`src/sv/lrm_pkg.sv`:
```
// lrm_pkg: shared types, constants and codes for the load and rate monitor.
// No dependencies; imported by lrm_div, load_and_rate_monitor_core and tb_top.
package lrm_pkg;

  localparam int DATA_W        = 32;
  localparam int LOAD_W        = 7;
  localparam int WIN_W         = 16;
  localparam int FUNC_W        = 2;
  localparam int CFG_IDX_W     = 1;
  localparam int IN_DATA_W     = 4 * DATA_W;
  localparam int OUT_FIELDS_W  = LOAD_W + 5 * DATA_W;
  localparam int OUT_DATA_W    = ((OUT_FIELDS_W + 7) / 8) * 8;
  localparam int DIV_STEP_BITS = 2;

  localparam logic [WIN_W-1:0]  LOAD_WIN_RESET = 16'd500;
  localparam logic [WIN_W-1:0]  RATE_WIN_RESET = 16'd1000;
  localparam logic [DATA_W-1:0] PCT_CAP        = 32'd100;
  localparam logic [DATA_W-1:0] CYC_PER_PCT    = 32'd100;

  typedef enum logic [FUNC_W-1:0] {
    FN_BUSY_BEGIN = 2'd0,
    FN_BUSY_END   = 2'd1,
    FN_SERVICE    = 2'd2,
    FN_PEAK_CLR   = 2'd3
  } func_t;

  typedef enum logic [CFG_IDX_W-1:0] {
    CFG_LOAD_WIN = 1'b0,
    CFG_RATE_WIN = 1'b1
  } cfg_idx_t;

  typedef enum logic [2:0] {
    ST_IDLE,
    ST_EXEC,
    ST_UNIT,
    ST_PCT,
    ST_RX,
    ST_TX,
    ST_DONE
  } state_t;

  typedef struct packed {
    logic              start;
    logic [DATA_W-1:0] dividend;
    logic [DATA_W-1:0] divisor;
  } div_req_t;

  typedef struct packed {
    logic              busy;
    logic              done;
    logic [DATA_W-1:0] quotient;
  } div_rsp_t;

endpackage

```
`src/sv/lrm_div.sv`:
```
// lrm_div: shared iterative unsigned divider, STEP_BITS quotient bits per cycle.
// Depends on lrm_pkg (DATA_W, div_req_t, div_rsp_t).
module lrm_div import lrm_pkg::*; #(
  parameter int STEP_BITS = DIV_STEP_BITS
) (
  input  logic     clk,
  input  logic     rst_n,
  input  div_req_t req,
  output div_rsp_t rsp
);

  localparam int ITERS = DATA_W / STEP_BITS;
  localparam int CNT_W = (ITERS > 1) ? $clog2(ITERS) : 1;

  logic [DATA_W-1:0] rem_r, rem_nxt;
  logic [DATA_W-1:0] dq_r, dq_nxt;
  logic [DATA_W-1:0] dvs_r;
  logic [CNT_W-1:0]  cnt_r;
  logic              busy_r, done_r;

  always_comb begin
    logic [DATA_W:0] part;
    rem_nxt = rem_r;
    dq_nxt  = dq_r;
    for (int i = 0; i < STEP_BITS; i++) begin
      part   = {rem_nxt, dq_nxt[DATA_W-1]};
      dq_nxt = {dq_nxt[DATA_W-2:0], 1'b0};
      if (part >= {1'b0, dvs_r}) begin
        part      = part - {1'b0, dvs_r};
        dq_nxt[0] = 1'b1;
      end
      rem_nxt = part[DATA_W-1:0];
    end
  end

  always_ff @(posedge clk) begin
    if (!rst_n) begin
      busy_r <= 1'b0;
      done_r <= 1'b0;
      cnt_r  <= '0;
    end else begin
      done_r <= 1'b0;
      if (req.start) begin
        busy_r <= 1'b1;
        cnt_r  <= CNT_W'(ITERS - 1);
      end else if (busy_r) begin
        if (cnt_r == '0) begin
          busy_r <= 1'b0;
          done_r <= 1'b1;
        end else begin
          cnt_r <= cnt_r - 1'b1;
        end
      end
    end
  end

  always_ff @(posedge clk) begin
    if (req.start) begin
      rem_r <= '0;
      dq_r  <= req.dividend;
      dvs_r <= req.divisor;
    end else if (busy_r) begin
      rem_r <= rem_nxt;
      dq_r  <= dq_nxt;
    end
  end

  assign rsp.busy     = busy_r;
  assign rsp.done     = done_r;
  assign rsp.quotient = dq_r;

endmodule

```
`src/sv/load_and_rate_monitor_core.sv`:
```
// load_and_rate_monitor_core: busy-time, load percent and error rate monitor.
// Flow: an accepted beat is registered and handled in ST_EXEC; busy begin/end and peak
// clear then go to ST_DONE, which loads the out register once it is free, while a service
// tick first makes up to four passes of the shared divider at 2 quotient bits per cycle.
// One item in flight: in_tready is high only in idle. Reset: synchronous, active
// low; all monitor state clears, windows return to 500 ms (load) and 1000 ms (rate).
module load_and_rate_monitor_core import lrm_pkg::*; #(
  parameter int DIV_STEPS = DIV_STEP_BITS
) (
  input  logic                  clk,
  input  logic                  rst_n,
  input  logic                  in_tvalid,
  output logic                  in_tready,
  input  logic [IN_DATA_W-1:0]  in_tdata,   // cycle_stamp, now_ms, rx_total, tx_total
  input  logic [FUNC_W-1:0]     in_tuser,   // func
  output logic                  out_tvalid,
  input  logic                  out_tready,
  // load_percent, rx_rate, tx_rate, peak_rx_rate, peak_tx_rate, peak_busy_cycles
  output logic [OUT_DATA_W-1:0] out_tdata,
  input  logic                  cfg_valid,
  output logic                  cfg_ready,
  input  logic [CFG_IDX_W-1:0]  cfg_index,
  input  logic [WIN_W-1:0]      cfg_data
);

  state_t state_r, state_nxt;

  func_t             func_r;
  logic [DATA_W-1:0] stamp_r, now_r, rx_r, tx_r;

  logic [WIN_W-1:0]  load_win_r, rate_win_r;

  logic [DATA_W-1:0] busy_start_r, busy_start_nxt;
  logic [DATA_W-1:0] busy_accum_r, busy_accum_nxt;
  logic [DATA_W-1:0] peak_busy_r, peak_busy_nxt;
  logic [DATA_W-1:0] lws_cyc_r, lws_cyc_nxt;
  logic [DATA_W-1:0] lws_ms_r, lws_ms_nxt;
  logic [LOAD_W-1:0] load_value_r, load_value_nxt;
  logic [DATA_W-1:0] rws_ms_r, rws_ms_nxt;
  logic [DATA_W-1:0] prev_rx_r, prev_rx_nxt;
  logic [DATA_W-1:0] prev_tx_r, prev_tx_nxt;
  logic [DATA_W-1:0] rx_rate_r, rx_rate_nxt;
  logic [DATA_W-1:0] tx_rate_r, tx_rate_nxt;
  logic [DATA_W-1:0] rx_peak_r, rx_peak_nxt;
  logic [DATA_W-1:0] tx_peak_r, tx_peak_nxt;

  logic                  out_tvalid_r, out_tvalid_nxt;
  logic [OUT_DATA_W-1:0] out_tdata_r, out_tdata_nxt;
  logic                  out_load;

  div_req_t div_req;
  div_rsp_t div_rsp;

  logic [WIN_W-1:0]  load_win_eff, rate_win_eff;
  logic [DATA_W-1:0] load_el, rate_el, win_cyc, busy_len;
  logic [DATA_W-1:0] rx_delta, tx_delta, rx_scaled, tx_scaled;
  logic              load_due, rate_due;

  lrm_div #(.STEP_BITS(DIV_STEPS)) u_div (
    .clk  (clk),
    .rst_n(rst_n),
    .req  (div_req),
    .rsp  (div_rsp)
  );

  assign in_tready  = (state_r == ST_IDLE);
  assign cfg_ready  = 1'b1;
  assign out_tvalid = out_tvalid_r;
  assign out_tdata  = out_tdata_r;

  assign load_win_eff = (load_win_r == '0) ? WIN_W'(1) : load_win_r;
  assign rate_win_eff = (rate_win_r == '0) ? WIN_W'(1) : rate_win_r;
  assign load_el      = now_r - lws_ms_r;
  assign rate_el      = now_r - rws_ms_r;
  assign load_due     = load_el >= {{(DATA_W-WIN_W){1'b0}}, load_win_eff};
  assign rate_due     = rate_el >= {{(DATA_W-WIN_W){1'b0}}, rate_win_eff};
  assign win_cyc      = stamp_r - lws_cyc_r;
  assign busy_len     = stamp_r - busy_start_r;
  // x * 1000 = x * 1024 - x * 16 - x * 8, modulo 2^32
  assign rx_delta     = rx_r - prev_rx_r;
  assign tx_delta     = tx_r - prev_tx_r;
  assign rx_scaled    = (rx_delta << 10) - (rx_delta << 4) - (rx_delta << 3);
  assign tx_scaled    = (tx_delta << 10) - (tx_delta << 4) - (tx_delta << 3);

  always_ff @(posedge clk) begin
    if (!rst_n) begin
      state_r      <= ST_IDLE;
      load_win_r   <= LOAD_WIN_RESET;
      rate_win_r   <= RATE_WIN_RESET;
      busy_start_r <= '0;
      busy_accum_r <= '0;
      peak_busy_r  <= '0;
      lws_cyc_r    <= '0;
      lws_ms_r     <= '0;
      load_value_r <= '0;
      rws_ms_r     <= '0;
      prev_rx_r    <= '0;
      prev_tx_r    <= '0;
      rx_rate_r    <= '0;
      tx_rate_r    <= '0;
      rx_peak_r    <= '0;
      tx_peak_r    <= '0;
      out_tvalid_r <= 1'b0;
    end else begin
      state_r      <= state_nxt;
      busy_start_r <= busy_start_nxt;
      busy_accum_r <= busy_accum_nxt;
      peak_busy_r  <= peak_busy_nxt;
      lws_cyc_r    <= lws_cyc_nxt;
      lws_ms_r     <= lws_ms_nxt;
      load_value_r <= load_value_nxt;
      rws_ms_r     <= rws_ms_nxt;
      prev_rx_r    <= prev_rx_nxt;
      prev_tx_r    <= prev_tx_nxt;
      rx_rate_r    <= rx_rate_nxt;
      tx_rate_r    <= tx_rate_nxt;
      rx_peak_r    <= rx_peak_nxt;
      tx_peak_r    <= tx_peak_nxt;
      out_tvalid_r <= out_tvalid_nxt;
      if (cfg_valid && cfg_ready) begin
        case (cfg_idx_t'(cfg_index))
          CFG_LOAD_WIN: load_win_r <= cfg_data;
          CFG_RATE_WIN: rate_win_r <= cfg_data;
          default:      load_win_r <= load_win_r;
        endcase
      end
    end
  end

  always_ff @(posedge clk) begin
    out_tdata_r <= out_tdata_nxt;
    if (in_tvalid && in_tready) begin
      func_r  <= func_t'(in_tuser);
      stamp_r <= in_tdata[DATA_W-1:0];
      now_r   <= in_tdata[2*DATA_W-1:DATA_W];
      rx_r    <= in_tdata[3*DATA_W-1:2*DATA_W];
      tx_r    <= in_tdata[4*DATA_W-1:3*DATA_W];
    end
  end

  always_comb begin
    state_nxt        = state_r;
    busy_start_nxt   = busy_start_r;
    busy_accum_nxt   = busy_accum_r;
    peak_busy_nxt    = peak_busy_r;
    lws_cyc_nxt      = lws_cyc_r;
    lws_ms_nxt       = lws_ms_r;
    load_value_nxt   = load_value_r;
    rws_ms_nxt       = rws_ms_r;
    prev_rx_nxt      = prev_rx_r;
    prev_tx_nxt      = prev_tx_r;
    rx_rate_nxt      = rx_rate_r;
    tx_rate_nxt      = tx_rate_r;
    rx_peak_nxt      = rx_peak_r;
    tx_peak_nxt      = tx_peak_r;
    div_req          = '0;
    out_load         = 1'b0;

    case (state_r)
      ST_IDLE: begin
        if (in_tvalid) begin
          state_nxt = ST_EXEC;
        end
      end
      ST_EXEC: begin
        case (func_r)
          FN_BUSY_BEGIN: begin
            busy_start_nxt = stamp_r;
            state_nxt      = ST_DONE;
          end
          FN_BUSY_END: begin
            busy_accum_nxt = busy_accum_r + busy_len;
            if (busy_len > peak_busy_r) begin
              peak_busy_nxt = busy_len;
            end
            state_nxt = ST_DONE;
          end
          FN_SERVICE: begin
            if (load_due) begin
              div_req   = '{start: 1'b1, dividend: win_cyc, divisor: CYC_PER_PCT};
              state_nxt = ST_UNIT;
            end else if (rate_due) begin
              div_req   = '{start: 1'b1, dividend: rx_scaled, divisor: rate_el};
              state_nxt = ST_RX;
            end else begin
              state_nxt = ST_DONE;
            end
          end
          FN_PEAK_CLR: begin
            peak_busy_nxt = '0;
            rx_peak_nxt   = '0;
            tx_peak_nxt   = '0;
            state_nxt     = ST_DONE;
          end
          default: state_nxt = ST_DONE;
        endcase
      end
      ST_UNIT: begin
        if (div_rsp.done) begin
          if (div_rsp.quotient == '0) begin
            load_value_nxt = '0;
            busy_accum_nxt = '0;
            lws_cyc_nxt    = stamp_r;
            lws_ms_nxt     = now_r;
            if (rate_due) begin
              div_req   = '{start: 1'b1, dividend: rx_scaled, divisor: rate_el};
              state_nxt = ST_RX;
            end else begin
              state_nxt = ST_DONE;
            end
          end else begin
            div_req   = '{start: 1'b1, dividend: busy_accum_r, divisor: div_rsp.quotient};
            state_nxt = ST_PCT;
          end
        end
      end
      ST_PCT: begin
        if (div_rsp.done) begin
          load_value_nxt = (div_rsp.quotient > PCT_CAP) ? PCT_CAP[LOAD_W-1:0]
                                                         : div_rsp.quotient[LOAD_W-1:0];
          busy_accum_nxt = '0;
          lws_cyc_nxt    = stamp_r;
          lws_ms_nxt     = now_r;
          if (rate_due) begin
            div_req   = '{start: 1'b1, dividend: rx_scaled, divisor: rate_el};
            state_nxt = ST_RX;
          end else begin
            state_nxt = ST_DONE;
          end
        end
      end
      ST_RX: begin
        if (div_rsp.done) begin
          rx_rate_nxt = div_rsp.quotient;
          if (div_rsp.quotient > rx_peak_r) begin
            rx_peak_nxt = div_rsp.quotient;
          end
          div_req   = '{start: 1'b1, dividend: tx_scaled, divisor: rate_el};
          state_nxt = ST_TX;
        end
      end
      ST_TX: begin
        if (div_rsp.done) begin
          tx_rate_nxt = div_rsp.quotient;
          if (div_rsp.quotient > tx_peak_r) begin
            tx_peak_nxt = div_rsp.quotient;
          end
          prev_rx_nxt = rx_r;
          prev_tx_nxt = tx_r;
          rws_ms_nxt  = now_r;
          state_nxt   = ST_DONE;
        end
      end
      ST_DONE: begin
        if (!out_tvalid_r || out_tready) begin
          out_load  = 1'b1;
          state_nxt = ST_IDLE;
        end
      end
      default: state_nxt = ST_IDLE;
    endcase

    if (out_load) begin
      out_tvalid_nxt = 1'b1;
      out_tdata_nxt  = OUT_DATA_W'({peak_busy_r, tx_peak_r, rx_peak_r,
                                   tx_rate_r, rx_rate_r, load_value_r});
    end else begin
      out_tvalid_nxt = out_tvalid_r && !out_tready;
      out_tdata_nxt  = out_tdata_r;
    end
  end

  a_div_start_idle: assert property (@(posedge clk) disable iff (!rst_n)
    div_req.start |-> !div_rsp.busy)
    else $error("divider started while busy");

  a_accept_div_quiet: assert property (@(posedge clk) disable iff (!rst_n)
    (in_tvalid && in_tready) |-> (!div_rsp.busy && !div_rsp.done))
    else $error("input beat accepted with divider active");

  a_load_capped: assert property (@(posedge clk) disable iff (!rst_n)
    {{(DATA_W-LOAD_W){1'b0}}, load_value_r} <= PCT_CAP)
    else $error("load percent above cap");

endmodule

```
`config.mk`:
```
export PLATFORM = sky130hd
export DESIGN_NAME = load_and_rate_monitor_core
export DESIGN_NICKNAME = d
export VERILOG_FILES = /design/src/sv/lrm_pkg.sv /design/src/sv/lrm_div.sv /design/src/sv/load_and_rate_monitor_core.sv
export SDC_FILE = /design/constraint.sdc
export NUM_CORES = 2
export LEC_CHECK = 0
export ABC_AREA = 1
export CAP_MARGIN = 10
export CORE_MARGIN = 2
export CORE_UTILIZATION = 68
export DETAILED_ROUTE_END_ITERATION = 12
export DONT_BUFFER_PORTS = 1
export PLACE_DENSITY_LB_ADDON = 0.3
export SYNTH_ARGS = -nofsm -noshare
export SYNTH_HDL_FRONTEND = slang
export SYNTH_SLANG_ARGS = --single-unit
export TNS_END_PERCENT = 30
```
`constraint.sdc`:
```
create_clock -name clk -period 19.7 [get_ports clk]
set_clock_uncertainty 0.1 [all_clocks]
set_input_delay 2.955 -clock clk [delete_from_list [all_inputs] [get_ports clk]]
set_output_delay 2.955 -clock clk [all_outputs]
set_load 0.05 [all_outputs]
```
==> impl_results.md <==
* FF+latch count, synth at 814
* Critical path class: flop to flop
* Sequential element share of the synthesized area at 37.1%
* Avg Cell Area, Syn at 7.48 sq um
* Achievable Freq at between 100 and 150 MHz
* CTS root buf: clkbuf_16
* Crit share post-route at between 30% and 40%
* Synth async-reset ratio at 0%
* Post-cts resize count at 0
* Post-synth top cells: nand2_1, inv_1, a21oi_1, o21ai_0, ha_1
* Number of flops mapped to enable cells by yosys at 355
* WP data required at just over 20000 ps
* DRT iter0 DRCs at just under 6000
* Share of cells above drive strength 1 at 3.84%
* Cells after Synth at about 7200
* Post-route ant nets at 0
* Largest net degree at the start of global routing at 238
* Hold EP: out_tdata[66]$_DFFE_PP_
* Depth of the worst hold-timing path at 0
* GRT Total Usage at 40.0%
* Maxcap violations at 0
* RR Startpoint: stamp_r[0]$_DFFE_PP_
* Mapped cell area at between 50000 and 60000 sq um
* CP Data Arrival Time at 7430 ps
* Core Area at between 70000 and 80000 sq um
* Gr ovfl total at 0
* Area share of the largest cell type after synthesis at 19.9%
* Slack of the worst reg-to-reg path at 12760 ps
* Row count at 102
* Synth area leader: edfxtp_1
* Final hold vios at 0
* CP Max Fanout at 33
* Vias per inst at 6.08
* Min cycle time layout at between 6000 and 7000 ps
* Hold Buf Count CTS at 0
* Crit end category: flop
* H-tree depth at 3
* Die width at approximately 280 um
* Startpoint Class: flop
* CTS tree: done
* Final worst slack at 12760 ps
* Via count at 49906
* RSZ-0062 raised after global routing: false
* Avg WL per Cell at between 20 and 25 um
* Post-Place Worst Slack at 13240 ps
* Endpoints failing setup at 0
* Chip Height at 284 um
* YS warnings at 0
* Setup bufs post-CTS at 0
* Area grow syn2layout at 7.06%
* Num CTS Buffers at 84
* Port bufs at 0
* Starting Density at between 60% and 70%
* Hold_sp: tx_rate_r[27]$_SDFFE_PN0P_
* Wire length after detailed routing at approximately 170000 um
* Post-route DRC at 0
* Hold Crit Class: flop to flop
* Ports at 323
* Slew headroom at 16.7%
* Filler cells at 5883
* Worst r2r path cells at 23
* Clock Latency Late Sink at ~700 ps
* Area contributors post-synth: edfxtp_1, dfxtp_1, nand2_1, ha_1, a21oi_1
* DR pass1 iterations at 9
* Final Net Count at 7765
* Reg clk slew, reported paths at approximately 60 ps
* Die ar. at 80900 sq um
* Dpl hpwl at 125000 um
* # clock sinks at between 800 and 900
* Setup TNS at 0 ps
* First-pass GRT wire length at around 260000 um
* Vias in the first global route at 47286
* Status: complete, no violations
* Initial antenna violation count at 2
* Worst r2r dst: peak_busy_r[17]$_SDFFE_PN0P_
* Top_reg_cell synth: dfxtp_1
* Clk buf depth at 3
* Mapped Nets at 7830
* Leak at 0.0247 uW
* Cell variety after synth at 58
* GPL Wtd Cong at 1.01
* Worst VDD drop at roughly 160 uV
* Power Density at 194 nW/um^2
* Max-slew violations at 0
* Slew @ Worst Pin at about 1200 ps
* Cell with the most instances after synthesis: nand2_1
-- power by group --
group	switching (uW)	internal [uW]	total, uW	leakage, uW
clock network	723	921	1640	0.00139
logic	4770	2370	7140	0.0163
registers	270	2030	2300	0.00706
total	5760	5320	11100	0.0247
-- stage by stage --
step | total power, uW | std cells | cell area [sq um] | hold WS, ps | utilization [%]
after floorplan | 7380 | 7155 | 53500 | 303 | -
after global placement | 9050 | 8044 | 54400 | 310 | 70.0
after detailed placement | 9180 | 8044 | 54400 | 314 | 70.0
after CTS | 10900 | 8201 | 57300 | 329 | 73.7
after global routing | 11900 | 8202 | 57300 | 336 | 73.7
final | 11100 | 8202 | 57300 | 330 | 73.7
-- state kept, by name, indices dropped and copies added, names as in the netlist, 32 cells and up --
name and count:
out_tdata 167, busy_accum_r 32, busy_start_r 32, lws_cyc_r 32, lws_ms_r 32, now_r 32
peak_busy_r 32, rws_ms_r 32, rx_peak_r 32, rx_rate_r 32, stamp_r 32, tx_peak_r 32
tx_rate_r 32, u_div.dq_r 32, u_div.dvs_r 32, u_div.rem_r 32
-- cells in the final DEF (no fill, tap or decap), types with 6 or more instances in the layout --
| master | n |
|---|---|
| a31oi_1 | 43 |
| o21a_1 | 14 |
| xnor2_1 | 85 |
| o21bai_1 | 38 |
| o221ai_1 | 10 |
| ha_1 | 474 |
| clkbuf_8 | 10 |
| nand3_1 | 385 |
| a21boi_0 | 11 |
| nor4_1 | 33 |
| a221oi_1 | 10 |
| fa_1 | 49 |
| nand4_1 | 71 |
| inv_1 | 1000 |
| edfxtp_1 | 355 |
| nand2_1 | 1612 |
| a21o_1 | 27 |
| a21oi_1 | 919 |
| o21ai_0 | 515 |
| inv_2 | 17 |
| nor2_2 | 13 |
| nand3b_1 | 21 |
| xor2_1 | 141 |
| or2_2 | 29 |
| nand2_2 | 12 |
| clkbuf_16 | 84 |
| bufinv_16 | 6 |
| o31ai_1 | 6 |
| buf_4 | 47 |
| o21ai_1 | 13 |
| nor3_1 | 65 |
| o211ai_1 | 21 |
| clkbuf_1 | 18 |
| a22oi_1 | 6 |
| nor2_1 | 448 |
| clkinv_1 | 11 |
| clkinv_2 | 16 |
| dfxtp_1 | 459 |
-- worst max-delay path by stage --
stage / start / endpoint / slack, ps / cells past startpoint
floorplan: in_tvalid / func_r[0]$_DFFE_PP_ / 7520 / 2
global placement: stamp_r[0]$_DFFE_PP_ / peak_busy_r[4]$_SDFFE_PN0P_ / 13530 / 24
detailed placement: stamp_r[0]$_DFFE_PP_ / peak_busy_r[17]$_SDFFE_PN0P_ / 13240 / 23
CTS: stamp_r[0]$_DFFE_PP_ / peak_busy_r[17]$_SDFFE_PN0P_ / 13050 / 23
global route: stamp_r[0]$_DFFE_PP_ / peak_busy_r[17]$_SDFFE_PN0P_ / 12530 / 23
finish: stamp_r[0]$_DFFE_PP_ / peak_busy_r[17]$_SDFFE_PN0P_ / 12760 / 23
-- layer usage --
| metal | track usage [%] | wire length [um] | up-vias |
|---|---|---|---|
| met2 | 63.5 | 74100 | 2736 |
| met5 | 0 | 0 | - |
| met4 | 23.5 | 11000 | 0 |
| met1 | 51.4 | 65900 | 22878 |
| met3 | 6.89 | 15600 | 580 |
| li1 | - | - | 23712 |
-- critical path: stages (launching register included) --
cell	delay, ps
edfxtp_1	360
inv_1	220
ha_1	200
inv_1	70
fa_1	410
nand3_1	90
nand2_1	150
a21oi_1	180
o21ai_0	200
nand3_1	120
nand3_1	160
a31oi_1	230
xor2_1	600
ha_1	220
nand2_1	60
nor2_1	210
nand4_1	180
nor4_1	500
a21oi_1	140
nand2_1	90
nand2_1	720
inv_1	1160
nand2_1	200
a21oi_1	260
-- cell type report --
type	instances	area, sq um	area share [%]
Multi-Input combinational cell	5116	29000	50.7
Sequential cell	814	19800	34.7
Inverter	1026	3860	6.74
Clock buffer	112	2310	4.03
Tap cell	1040	1300	2.27
Clock inverter	45	561	0.979
Timing Repair Buffer	48	373	0.651
Antenna cell	1	2.50	0.00437
-- cells by family (layout without fill, tap and decap cells) --
group	Yosys count	after routing	share of synthesized area, %
compound gates	1658	1658	16.5
xor+xnor	226	226	3.70
fa+ha+maj	523	523	12.9
buf+inv	1225	1231	8.73
flops	814	814	37.1
other cells	2	3	0.0140
simple gates	2707	2707	21.0
Note: power is estimated with default switching activity, not from simulation.
